`config.mk`:
```
export PLATFORM = sky130hd
export DESIGN_NAME = simple_moving_average
export DESIGN_NICKNAME = d
export VERILOG_FILES = /design/src/sv/sma_pkg.sv /design/src/sv/sma_div.sv /design/src/sv/simple_moving_average.sv
export SDC_FILE = /design/constraint.sdc
export NUM_CORES = 2
export LEC_CHECK = 0
export ABC_CLOCK_PERIOD_IN_PS = 8600
export CORE_MARGIN = 2
export CORE_UTILIZATION = 51
export DETAILED_ROUTE_END_ITERATION = 12
export DONT_BUFFER_PORTS = 1
export PLACE_DENSITY = 0.7
export SLEW_MARGIN = 20
export SYNTH_ARGS = -nofsm -noshare
export SYNTH_HDL_FRONTEND = slang
export SYNTH_SLANG_ARGS = --single-unit
```
`constraint.sdc`:
```
create_clock -name clk_i -period 8.6 [get_ports clk_i]
set_input_delay 0 -clock clk_i [delete_from_list [all_inputs] [get_ports clk_i]]
set_output_delay 0 -clock clk_i [all_outputs]
set_load 0.03 [all_outputs]
```
`src/sv/sma_pkg.sv`:
```
// Shared types and constants for the moving average block.
// No dependencies; used by sma_div and simple_moving_average.
`default_nettype none

package sma_pkg;

  // width of the period register and of the divisor path
  localparam int unsigned PERIOD_W = 7;

  // period value after reset
  localparam logic [PERIOD_W-1:0] PERIOD_RESET = 7'd5;

  // sequencer states
  typedef enum logic [2:0] {
    ST_IDLE,
    ST_READ,
    ST_SUB,
    ST_ADD,
    ST_START,
    ST_DIV,
    ST_OUT
  } sma_state_e;

endpackage : sma_pkg

`default_nettype wire

```
`src/sv/sma_div.sv`:
```
// Restoring divider, one quotient bit per cycle, unsigned dividend by period.
// Depends on sma_pkg for the divisor width.
`default_nettype none

module sma_div #(
  parameter int unsigned DIVIDEND_W = 38
) (
  input  wire logic                          clk_i,
  input  wire logic                          rst_ni,
  input  wire logic                          start_i,
  input  wire logic [DIVIDEND_W-1:0]         dividend_i,
  input  wire logic [sma_pkg::PERIOD_W-1:0]  divisor_i,
  output logic                               done_o,
  output logic [DIVIDEND_W-1:0]              quotient_o
);

  localparam int unsigned CNT_W = $clog2(DIVIDEND_W + 1);
  localparam int unsigned PW    = sma_pkg::PERIOD_W;

  logic                  busy_q;
  logic                  done_q;
  logic [CNT_W-1:0]      cnt_q;
  logic [DIVIDEND_W-1:0] quo_q;
  logic [PW-1:0]         rem_q;
  logic [PW-1:0]         div_q;

  logic [PW:0]           rem_sh;
  logic [PW:0]           rem_sub;
  logic                  q_bit;

  // one restoring step: shift in the next dividend bit and try a subtract
  always_comb begin
    rem_sh  = {rem_q, quo_q[DIVIDEND_W-1]};
    rem_sub = rem_sh - {1'b0, div_q};
    q_bit   = (rem_sh >= {1'b0, div_q});
  end

  // control
  always_ff @(posedge clk_i or negedge rst_ni) begin
    if (!rst_ni) begin
      busy_q <= 1'b0;
      done_q <= 1'b0;
      cnt_q  <= '0;
    end else begin
      done_q <= 1'b0;
      if (start_i) begin
        busy_q <= 1'b1;
        cnt_q  <= CNT_W'(DIVIDEND_W);
      end else if (busy_q) begin
        cnt_q <= cnt_q - CNT_W'(1);
        if (cnt_q == CNT_W'(1)) begin
          busy_q <= 1'b0;
          done_q <= 1'b1;
        end
      end
    end
  end

  // datapath: quotient shares the shift register with the dividend
  always_ff @(posedge clk_i) begin
    if (start_i) begin
      quo_q <= dividend_i;
      rem_q <= '0;
      div_q <= divisor_i;
    end else if (busy_q) begin
      quo_q <= {quo_q[DIVIDEND_W-2:0], q_bit};
      rem_q <= q_bit ? rem_sub[PW-1:0] : rem_sh[PW-1:0];
    end
  end

  assign done_o     = done_q;
  assign quotient_o = quo_q;

  // checks
  a_no_restart_busy: assert property (@(posedge clk_i) disable iff (!rst_ni)
    start_i |-> !busy_q)
    else $error("divider restarted while busy");

  a_done_after_busy: assert property (@(posedge clk_i) disable iff (!rst_ni)
    done_q |-> $past(busy_q))
    else $error("divider done without a running division");

  a_rem_below_div: assert property (@(posedge clk_i) disable iff (!rst_ni)
    busy_q |-> (rem_q < div_q))
    else $error("divider remainder not below divisor");

endmodule : sma_div

`default_nettype wire

```
`src/sv/simple_moving_average.sv`:
```
// Simple moving average: top level with ring store, running sum and sequencer.
// Depends on sma_pkg and sma_div.
//
// Usage
//  - input channel (in_valid_i / in_ready_o) carries one signed sample and a
//    first_sample flag that restarts the series; in_ready_o is high only
//    while the sequencer is idle
//  - once period samples of the series have arrived, each request yields one
//    average on the output channel (out_valid_o / out_ready_i), the window sum
//    divided by period, truncated toward zero; earlier samples yield nothing
//  - the period register is written over cfg_valid_i / cfg_data_i (always
//    ready); a write restarts the series; 0 acts as 1, values above
//    MAX_PERIOD act as MAX_PERIOD
//  - a sample with a result passes the read, subtract, add, start, divide and
//    output states in order before output valid, the divide state lasting while
//    the one-bit-per-cycle divider runs; one without a result idles after add
//  - a stalled receiver holds the finished average in the output register;
//    the block still takes the next sample and only waits before loading a
//    second result into the occupied register
//  - after reset: period 5, empty window, no result pending; store contents
//    are never read before they are written in the current series
`default_nettype none

module simple_moving_average #(
  parameter int unsigned MAX_PERIOD  = 64,
  parameter int unsigned SAMPLE_BITS = 32
) (
  input  wire logic                          clk_i,
  input  wire logic                          rst_ni,
  input  wire logic                          cfg_valid_i,
  output logic                               cfg_ready_o,
  input  wire logic [sma_pkg::PERIOD_W-1:0]  cfg_data_i,
  input  wire logic                          in_valid_i,
  output logic                               in_ready_o,
  input  wire logic signed [SAMPLE_BITS-1:0] sample_i,
  input  wire logic                          first_sample_i,
  output logic                               out_valid_o,
  input  wire logic                          out_ready_i,
  output logic signed [SAMPLE_BITS-1:0]      average_o
);

  localparam int unsigned PW    = sma_pkg::PERIOD_W;
  localparam int unsigned PTR_W = (MAX_PERIOD > 1) ? $clog2(MAX_PERIOD) : 1;
  localparam int unsigned SUM_W = SAMPLE_BITS + PTR_W;
  localparam int unsigned IDX_W = PTR_W + 2;
  localparam int unsigned PMAX  = (1 << PW) - 1;
  localparam logic [PW-1:0] PCLAMP = (MAX_PERIOD > PMAX) ? PW'(PMAX) : PW'(MAX_PERIOD);

  sma_pkg::sma_state_e state_q, state_d;

  logic [PW-1:0]          period_q;
  logic [PW-1:0]          fill_q;
  logic [PTR_W-1:0]       wp_q;
  logic signed [SUM_W-1:0] sum_q;
  logic [SAMPLE_BITS-1:0] sample_q;
  logic                   full_q;
  logic                   neg_q;
  logic [SAMPLE_BITS-1:0] rd_q;
  logic                   out_valid_q;
  logic [SAMPLE_BITS-1:0] average_q;

  logic [SAMPLE_BITS-1:0] window_mem [MAX_PERIOD];

  logic [PW-1:0]          eff_period;
  logic [IDX_W-1:0]       old_raw;
  logic [PTR_W-1:0]       old_idx;
  logic [SUM_W-1:0]       sum_abs;
  logic [SUM_W-1:0]       quotient;
  logic [SUM_W-1:0]       quo_signed;
  logic                   div_done;
  logic                   div_start;
  logic                   in_take;
  logic                   cfg_take;
  logic                   out_load;

  // period in force: zero acts as one, clamp to the store depth
  always_comb begin
    if (period_q == '0) begin
      eff_period = PW'(1);
    end else if (period_q > PCLAMP) begin
      eff_period = PCLAMP;
    end else begin
      eff_period = period_q;
    end
  end

  // ring index of the sample leaving the window
  always_comb begin
    old_raw = IDX_W'(wp_q) + IDX_W'(MAX_PERIOD) - IDX_W'(eff_period);
    if (old_raw >= IDX_W'(MAX_PERIOD)) begin
      old_raw = old_raw - IDX_W'(MAX_PERIOD);
    end
    old_idx = old_raw[PTR_W-1:0];
  end

  assign sum_abs    = sum_q[SUM_W-1] ? SUM_W'(-sum_q) : SUM_W'(sum_q);
  assign quo_signed = neg_q ? (~quotient + SUM_W'(1)) : quotient;

  // sequencer: next state and handshakes
  always_comb begin
    state_d   = state_q;
    in_ready_o = 1'b0;
    div_start = 1'b0;
    out_load  = 1'b0;
    unique case (state_q)
      sma_pkg::ST_IDLE: begin
        in_ready_o = 1'b1;
        if (in_valid_i) begin
          state_d = sma_pkg::ST_READ;
        end
      end
      sma_pkg::ST_READ: state_d = sma_pkg::ST_SUB;
      sma_pkg::ST_SUB:  state_d = sma_pkg::ST_ADD;
      sma_pkg::ST_ADD: begin
        state_d = (fill_q >= eff_period) ? sma_pkg::ST_START : sma_pkg::ST_IDLE;
      end
      sma_pkg::ST_START: begin
        div_start = 1'b1;
        state_d   = sma_pkg::ST_DIV;
      end
      sma_pkg::ST_DIV: begin
        if (div_done) begin
          state_d = sma_pkg::ST_OUT;
        end
      end
      sma_pkg::ST_OUT: begin
        if (!out_valid_q || out_ready_i) begin
          out_load = 1'b1;
          state_d  = sma_pkg::ST_IDLE;
        end
      end
      default: state_d = sma_pkg::ST_IDLE;
    endcase
  end

  assign in_take     = in_valid_i && in_ready_o;
  assign cfg_ready_o = 1'b1;
  assign cfg_take    = cfg_valid_i;

  // state register
  always_ff @(posedge clk_i or negedge rst_ni) begin
    if (!rst_ni) begin
      state_q <= sma_pkg::ST_IDLE;
    end else begin
      state_q <= state_d;
    end
  end

  // window control: period, fill count, write pointer, running sum
  always_ff @(posedge clk_i or negedge rst_ni) begin
    if (!rst_ni) begin
      period_q <= sma_pkg::PERIOD_RESET;
      fill_q   <= '0;
      wp_q     <= '0;
      sum_q    <= '0;
      full_q   <= 1'b0;
    end else begin
      if (cfg_take) begin
        period_q <= cfg_data_i;
        fill_q   <= '0;
        sum_q    <= '0;
      end else begin
        unique case (state_q)
          sma_pkg::ST_IDLE: begin
            if (in_take && first_sample_i) begin
              fill_q <= '0;
              sum_q  <= '0;
            end
          end
          sma_pkg::ST_READ: full_q <= (fill_q >= eff_period);
          sma_pkg::ST_SUB: begin
            if (full_q) begin
              sum_q  <= sum_q - SUM_W'(signed'(rd_q));
              fill_q <= eff_period;
            end else begin
              fill_q <= fill_q + PW'(1);
            end
            wp_q <= (wp_q == PTR_W'(MAX_PERIOD - 1)) ? '0 : wp_q + PTR_W'(1);
          end
          sma_pkg::ST_ADD: sum_q <= sum_q + SUM_W'(signed'(sample_q));
          default: begin
          end
        endcase
      end
    end
  end

  // sample capture and sign of the division
  always_ff @(posedge clk_i) begin
    if (in_take) begin
      sample_q <= sample_i;
    end
    if (div_start) begin
      neg_q <= sum_q[SUM_W-1];
    end
  end

  // ring store: new sample written while the leaving one is read
  always_ff @(posedge clk_i) begin
    if (state_q == sma_pkg::ST_READ) begin
      window_mem[wp_q] <= sample_q;
      rd_q             <= window_mem[old_idx];
    end
  end

  // divider: window sum magnitude by the period in force
  sma_div #(
    .DIVIDEND_W (SUM_W)
  ) u_div (
    .clk_i      (clk_i),
    .rst_ni     (rst_ni),
    .start_i    (div_start),
    .dividend_i (sum_abs),
    .divisor_i  (eff_period),
    .done_o     (div_done),
    .quotient_o (quotient)
  );

  // output register
  always_ff @(posedge clk_i or negedge rst_ni) begin
    if (!rst_ni) begin
      out_valid_q <= 1'b0;
    end else if (out_load) begin
      out_valid_q <= 1'b1;
    end else if (out_ready_i) begin
      out_valid_q <= 1'b0;
    end
  end

  always_ff @(posedge clk_i) begin
    if (out_load) begin
      average_q <= quo_signed[SAMPLE_BITS-1:0];
    end
  end

  assign out_valid_o = out_valid_q;
  assign average_o   = signed'(average_q);

  // checks
  a_fill_bounded: assert property (@(posedge clk_i) disable iff (!rst_ni)
    fill_q <= eff_period)
    else $error("fill count above period");

  a_wp_in_range: assert property (@(posedge clk_i) disable iff (!rst_ni)
    wp_q <= PTR_W'(MAX_PERIOD - 1))
    else $error("write pointer beyond store");

  a_div_done_in_div: assert property (@(posedge clk_i) disable iff (!rst_ni)
    div_done |-> (state_q == sma_pkg::ST_DIV))
    else $error("divider finished outside the divide state");

  a_start_full: assert property (@(posedge clk_i) disable iff (!rst_ni)
    div_start |-> (fill_q == eff_period))
    else $error("division started without a full window");

endmodule : simple_moving_average

`default_nettype wire

```
Word-level counts from Yosys, hierarchy flattened
Memory sizes are Yosys's and may differ from the RTL's. A register that Yosys moved wholly into a read port is not among the register bits.
Index checks and enable logic that the tools add are counted.

storage, ports and cells
  flip-flop bits (word level) = 188
  latch bits = 0
  memory bits (writable) = 2048
  bits in read-only memories = 0
  input bits = 45
  output and inout bits = 35
  word-level logic and storage cells = 100
  memories = 1

cells by class
  $add $sub $neg = 11
  $mul = 0
  div/mod/pow operators = 0
  $lt $le $gt $ge = 4
  eq/ne operators = 13
  shift-type cells = 0
  muxes and demuxes = 38
  bitwise gates (word level) = 2
  reductions and logical operators = 15

memory list
  memory      words  width  rd ports  clocked after memory_dff  wr ports  RTL line                     RTL
  window_mem  64     32     1         1                         1         simple_moving_average.sv:62  logic [SAMPLE_BITS-1:0] window_mem [MAX_PERIOD];

operators with widths
  kind                                                                   count
  38-bit 2-to-1 mux                                                      6
  38-bit one-hot mux with 3 select lines                                 1
  7-bit 2-to-1 mux                                                       6
  38-bit by 32-bit adder with 38-bit output                              1
  38-bit negator                                                         1
  38-bit by 32-bit subtractor with 38-bit output                         1
  32-bit by 1-bit adder with 32-bit output, second input constant        1
  32-bit 2-to-1 mux                                                      1
  32-bit NOT                                                             1
  6-bit 2-to-1 mux                                                       4
  3-bit one-hot mux with 7 select lines                                  1
  1-bit 2-to-1 mux                                                       14
  7-bit one-hot mux with 2 select lines                                  1
  3-bit 2-to-1 mux                                                       4
  6-bit by 1-bit subtractor with 6-bit output, second input constant     2
  3-bit equality test, second input constant                             3
  6-bit by 7-bit adder with 8-bit output, second input constant          1
  8-bit by 7-bit >= comparator with 1-bit output                         1
  8-bit by 7-bit >= comparator with 1-bit output, second input constant  1
  8-bit by 7-bit subtractor with 8-bit output                            1
  7-bit by 1-bit adder with 7-bit output, second input constant          1
  7-bit >= comparator                                                    1
  7-bit > comparator, second input constant                              1
  7-bit zero test                                                        1
  other kinds (19)                                                       27

Logic depth before layout (Yosys ltp)
  depth after elaboration = 7
  mapped depth = 20
  gate-level depth less buffers = 19

Modules after synthesis
A second synthesis with hierarchy kept.

unflattened totals
  cells, all modules = 4377
  area, all modules = 91312.6 sq um

modules (own cells, without submodules)
  module                 instances  cells each  area each (sq um)  sequential area each (sq um)
  simple_moving_average  1          4147        88295.9            65990.8
  sma_div                1          230         3016.6             1691.6

Worst setup path before layout
Ideal clock, no wire load.

  path type = flip-flop to flip-flop
  start point = register rd_q[9], read port of window_mem
  end point = register sum_q[37]
  library setup time = 131 ps
  arrival time = 4290 ps
  required time = 8469 ps
  setup slack = 4179 ps
  stages on the path, launching flop included = 21
  buffers on the path = 1
  clock period less this slack = 4421 ps
  cell sequence = edfxtp_1 > or3_1 > or4_1 > nor3_1 > nand3_1 > nor4_2 > nand2_1 > nor3_1 > xor2_1 > a21oi_1 > ha_1 > clkbuf_1 > nand4_1 > nor3_1 > a221oi_1 > o21ai_0 > nand2_1 > nand3_1 > a21oi_1 > o221ai_1 > o21ai_0

between the ends
  cells in the longest elaborated chain, start to end = 4

RTL lines
  element                                         RTL line                      RTL
  start: declaration                              simple_moving_average.sv:58   logic [SAMPLE_BITS-1:0] rd_q;
  38-bit by 32-bit subtractor with 38-bit output  simple_moving_average.sv:173  sum_q <= sum_q - SUM_W'(signed'(rd_q));
  38-bit 2-to-1 mux                               simple_moving_average.sv:172  if (full_q) begin
  38-bit one-hot mux with 3 select lines          simple_moving_average.sv:163  unique case (state_q)
  38-bit 2-to-1 mux                               simple_moving_average.sv:158  if (cfg_take) begin
  end signal: assignment                          simple_moving_average.sv:173
  end signal: assignment                          simple_moving_average.sv:180  sma_pkg::ST_ADD: sum_q <= sum_q + SUM_W'(signed'(sample_q));
  end: declaration                                simple_moving_average.sv:54   logic signed [SUM_W-1:0] sum_q;

No other way between the ends. The select of a mux whose other input is x is not followed.
A chain may end at the register's enable or synchronous reset.

Worst setup path in the final report
  start point = register period_q[4]
  end point = register rd_q[17], read port of window_mem (data pin)

between the ends
  cells in the longest elaborated chain, start to end = 6
  elaborated cells on any way between the ends = 8

RTL lines
  element                                                                                                               RTL line                                                  RTL
  start: declaration                                                                                                    simple_moving_average.sv:51                               logic [PW-1:0] period_q;
  start signal: assignment                                                                                              simple_moving_average.sv:152                              period_q <= sma_pkg::PERIOD_RESET;
  start signal: assignment                                                                                              simple_moving_average.sv:159                              period_q <= cfg_data_i;
  7-bit > comparator                                                                                                    simple_moving_average.sv:80                               end else if (period_q > PCLAMP) begin
  7-bit 2-to-1 mux                                                                                                      simple_moving_average.sv:80
  7-bit 2-to-1 mux *                                                                                                    simple_moving_average.sv:78                               if (period_q == '0) begin
  via eff_period[0]                                                                                                     simple_moving_average.sv:64                               logic [PW-1:0] eff_period;
  8-bit by 7-bit subtractor with 8-bit output *                                                                         simple_moving_average.sv:89                               old_raw = IDX_W'(wp_q) + IDX_W'(MAX_PERIOD) - IDX_W'(eff_period);
  8-bit by 7-bit >= comparator with 1-bit output / 6-bit by 1-bit subtractor with 6-bit output (equally long branches)  simple_moving_average.sv:90, simple_moving_average.sv:91
  6-bit 2-to-1 mux *                                                                                                    simple_moving_average.sv:90                               if (old_raw >= IDX_W'(MAX_PERIOD)) begin

The timed path passes the listed nets; every way through them passes the cells marked *.

==> summary.md <==
| Metric | Value |
|---|---|
| GRT overflow | `0` |
| Pwr dens | `roughly 370 nW/um^2` |
| DRT iter0 DRCs | `6415` |
| Routed WL per cell | `approximately 32 um` |
| Share of cells above drive strength 1 | `0.2529` |
| Status | `finished clean` |
| RePlAce Congestion | `0.9075` |
| Clock power frac | `0.253` |
| Post-synth top area share | `0.7250` |
| Clock Latency Late Sink | `870 ps` |
| First drt pass iteration count | `6` |
| Switching pwr | `approximately 13 mW` |
| Via count | `45.89k` |
| Leakage | `around 33 nW` |
| Setup Skew | `between 80 and 90 ps` |
| # IOs | `80` |
| Synth area leader | `edfxtp_1` |
| Top_reg_cell synth | `edfxtp_1` |
| WHS | `between 50 and 60 ps` |
| Mapped Nets | `~4.5k` |
| Synth warn | `0` |
| Top-count cell post-synth | `edfxtp_1` |
| WS Path Type | `flop to flop` |
| Net count, final | `around 4.7k` |
| Worst setup EP type | `flop` |
| Count of input and output buffers | `0` |
| Antenna violations before repair | `13` |
| Comb pwr share | `0.386` |
| Achievable frequency | `around 170 MHz` |
| Setup TNS | `0 ps` |
| Final Cycle Share | `0.6730` |
| EDFF count, synth | `2190` |
| Final min period | `roughly 5800 ps` |
| Register share of total power | `0.362` |
| Clock H-tree levels | `4` |
| CP arrival | `approximately 6400 ps` |
| CTS Buf Count | `approximately 220` |
| FFs w/ async S/R, synth | `0.03131` |
| Synth top area cells | `edfxtp_1 (73%), mux4_2 (16%), dfrtp_1 (1.9%)` |
| Synthesized cell area | `between 90000 and 100000 um^2` |
| Peak VDD IR | `~0.59 mV` |
| Hold Vio Cnt, Final | `0` |
| Core Rows | `about 150` |
| Largest net degree at the start of global routing | `roughly 130` |
| P&R area growth vs syn | `13.44%` |
| CTS max path bufs | `3` |
| First-pass GRT wire length | `approximately 330 mm` |
| Worst Tran Pin Value | `1185 ps` |
| Residual DRC | `0` |
| Unique masters post-synth | `~70` |
| Crit path launch type | `flop` |
| Top post-synthesis cells by count | `edfxtp_1 (2190), mux4_2 (640), clkbuf_1 (169), nand2_1 (169), nor2_1 (151)` |
| Die ar. | `approximately 180000 um^2` |
| Register area share after synthesis | `0.7462` |
| CP required | `about 9000 ps` |
| Gr usage total | `0.2559` |
| Power Internal | `roughly 25 mW` |
| Register bit count reported by yosys | `around 2.3k` |
| DIE WIDTH | `around 430 um` |
| Post-cts gate resize count | `0` |
| Initial Util | `0.5139` |
| Endpoints failing setup | `0` |
| Worst min path class | `input pin to flop` |
| MaxCap Viol Count | `0` |
| Vias in the first global route | `~46k` |
| Core area | `176500 um^2` |
| Slew HR | `0.2077` |
| Crit Path Max Fanout | `about 130` |
| RSZ-0062 raised after global routing | `false` |
| Post-DRT Antenna Nets | `0` |
| CTS tree | `done` |
| Vias per inst | `approximately 6.4` |
| Post-DP HPWL | `roughly 120 mm` |
| Slew Viols, Final | `0` |
| Average cell area after synthesis | `just over 20 um^2` |
| CTS Sinks | `approximately 2.3k` |
| Switching share of power | `0.3488` |
| Final Routed Wirelength | `around 230 mm` |
| Die Ht | `approximately 430 um` |
| Synth Instances | `around 4.4k` |
| Root Buffer | `clkbuf_16` |
| Clk slew on worst S/H paths | `around 60 ps` |
[cells in the final DEF, fill, tap and decap left out, drive strengths merged, types with 8 or more instances in the layout]
| cell type | synthesis | layout |
|---|---|---|
| nand3b | 8 | 8 |
| or3 | 24 | 24 |
| edfxtp | 2190 | 2190 |
| nor3 | 32 | 32 |
| clkinvlp | 0 | 8 |
| dfrtp | 69 | 69 |
| and3 | 14 | 14 |
| nand2 | 169 | 169 |
| mux4 | 640 | 640 |
| nand4 | 10 | 10 |
| xnor2 | 63 | 63 |
| or4 | 10 | 10 |
| xor2 | 78 | 78 |
| nor2 | 151 | 151 |
| a21o | 31 | 31 |
| clkinv | 0 | 98 |
| o31ai | 25 | 25 |
| bufinv | 0 | 30 |
| nand2b | 17 | 17 |
| dlygate4sd3 | 0 | 84 |
| ha | 64 | 64 |
| o21ai | 140 | 140 |
| inv | 33 | 38 |
| o41ai | 11 | 11 |
| a21oi | 120 | 120 |
| clkbuf | 169 | 261 |
| nand3 | 25 | 25 |
| mux2i | 37 | 37 |
| buf | 49 | 153 |
| nor2b | 44 | 44 |
| nor4 | 9 | 9 |
| a211oi | 39 | 39 |
[repair_timing]
item / in CTS / in global routing
endpoints found under the hold margin: 201 / 0
setup buffers: 0 / 0
hold buffers: 86 / 0
[flip-flops by register name (all words and copies together) (netlist names), 32 cells and up]
signal	cells
rd_q	32
sample_q	32
u_div.quotient_o	38
average_o	32
window_mem	2048
sum_q	38
[critical path: stages, from the launching register on]
cell	delay (ps)
dfrtp_1	400
nor3_1	200
a21oi_1	90
nor2_1	330
ha_4	190
inv_1	60
fa_4	1320
buf_12	640
mux4_2	420
mux4_2	510
nor2b_1	190
a211oi_1	900
a21oi_1	70
[area by class of cell]
class / instances / area, um^2
Inverter: 33 / 123.9
Sequential cell: 2268 / 67680
Tap cell: 2340 / 2928
Clock inverter: 141 / 1689
Multi-Input combinational cell: 1845 / 22650
Clock buffer: 261 / 5637
Antenna cell: 4 / 10.01
Timing Repair Buffer: 237 / 2175
Fill cell: 12570 / 73600
[cell families after synthesis]
logic type	Yosys count	synth area share
fa+ha+maj	67	0.009491
compound gates	417	0.02791
xor+xnor	141	0.01362
simple gates	536	0.02851
buf+inv	251	0.01050
mux	683	0.1637
flops	2268	0.7462
other cells	1	0.00004134
[final timing paths]
kind                                 from  cells after the start              to  slack (ps)
max                           period_q[4]                     12        rd_q[17]        2810
min                           out_ready_i                      3     out_valid_o          60
max reg2reg                   period_q[4]                     12        rd_q[17]        2810
min reg2reg                u_div.rem_q[6]                      2  u_div.rem_q[6]         470
max in group asynchronous          rst_ni                      4  u_div.cnt_q[1]        7780
min in group asynchronous          rst_ni                      3     period_q[0]         440
[routing by layer]
layer,vias to the layer above,routed length [um],track usage
met4,4,8476,0.08987
met2,2713,110300,0.4054
met5,-,34,0
li1,18620,-,-
met3,391,25560,0.05746
met1,24170,85550,0.3538
[metrics by stage]
stage	cell area [um^2]	worst slack (ps)	util	instances	power [mW]
after floorplan	90700	4179	-	4364	23.68
after global placement	94630	2669	0.5361	6636	28.76
after detailed placement	94640	2705	0.5362	6637	28.91
after CTS	102900	2700	0.5828	7125	38.61
final	102900	2812	0.5830	7129	38.55
after global routing	102900	2492	0.5829	7127	39.91
[power by group through the flow]
stage / registers, mW / clock network [mW] / logic [mW]
after floorplan: 14.1 / 0 / 9.58
after detailed placement: 14.1 / 0 / 14.8
after global placement: 14.1 / 0 / 14.6
after CTS: 13.9 / 9.85 / 14.9
after global routing: 14.0 / 10.3 / 15.6
final: 13.9 / 9.74 / 14.9
(Power assumes the default switching activity.)
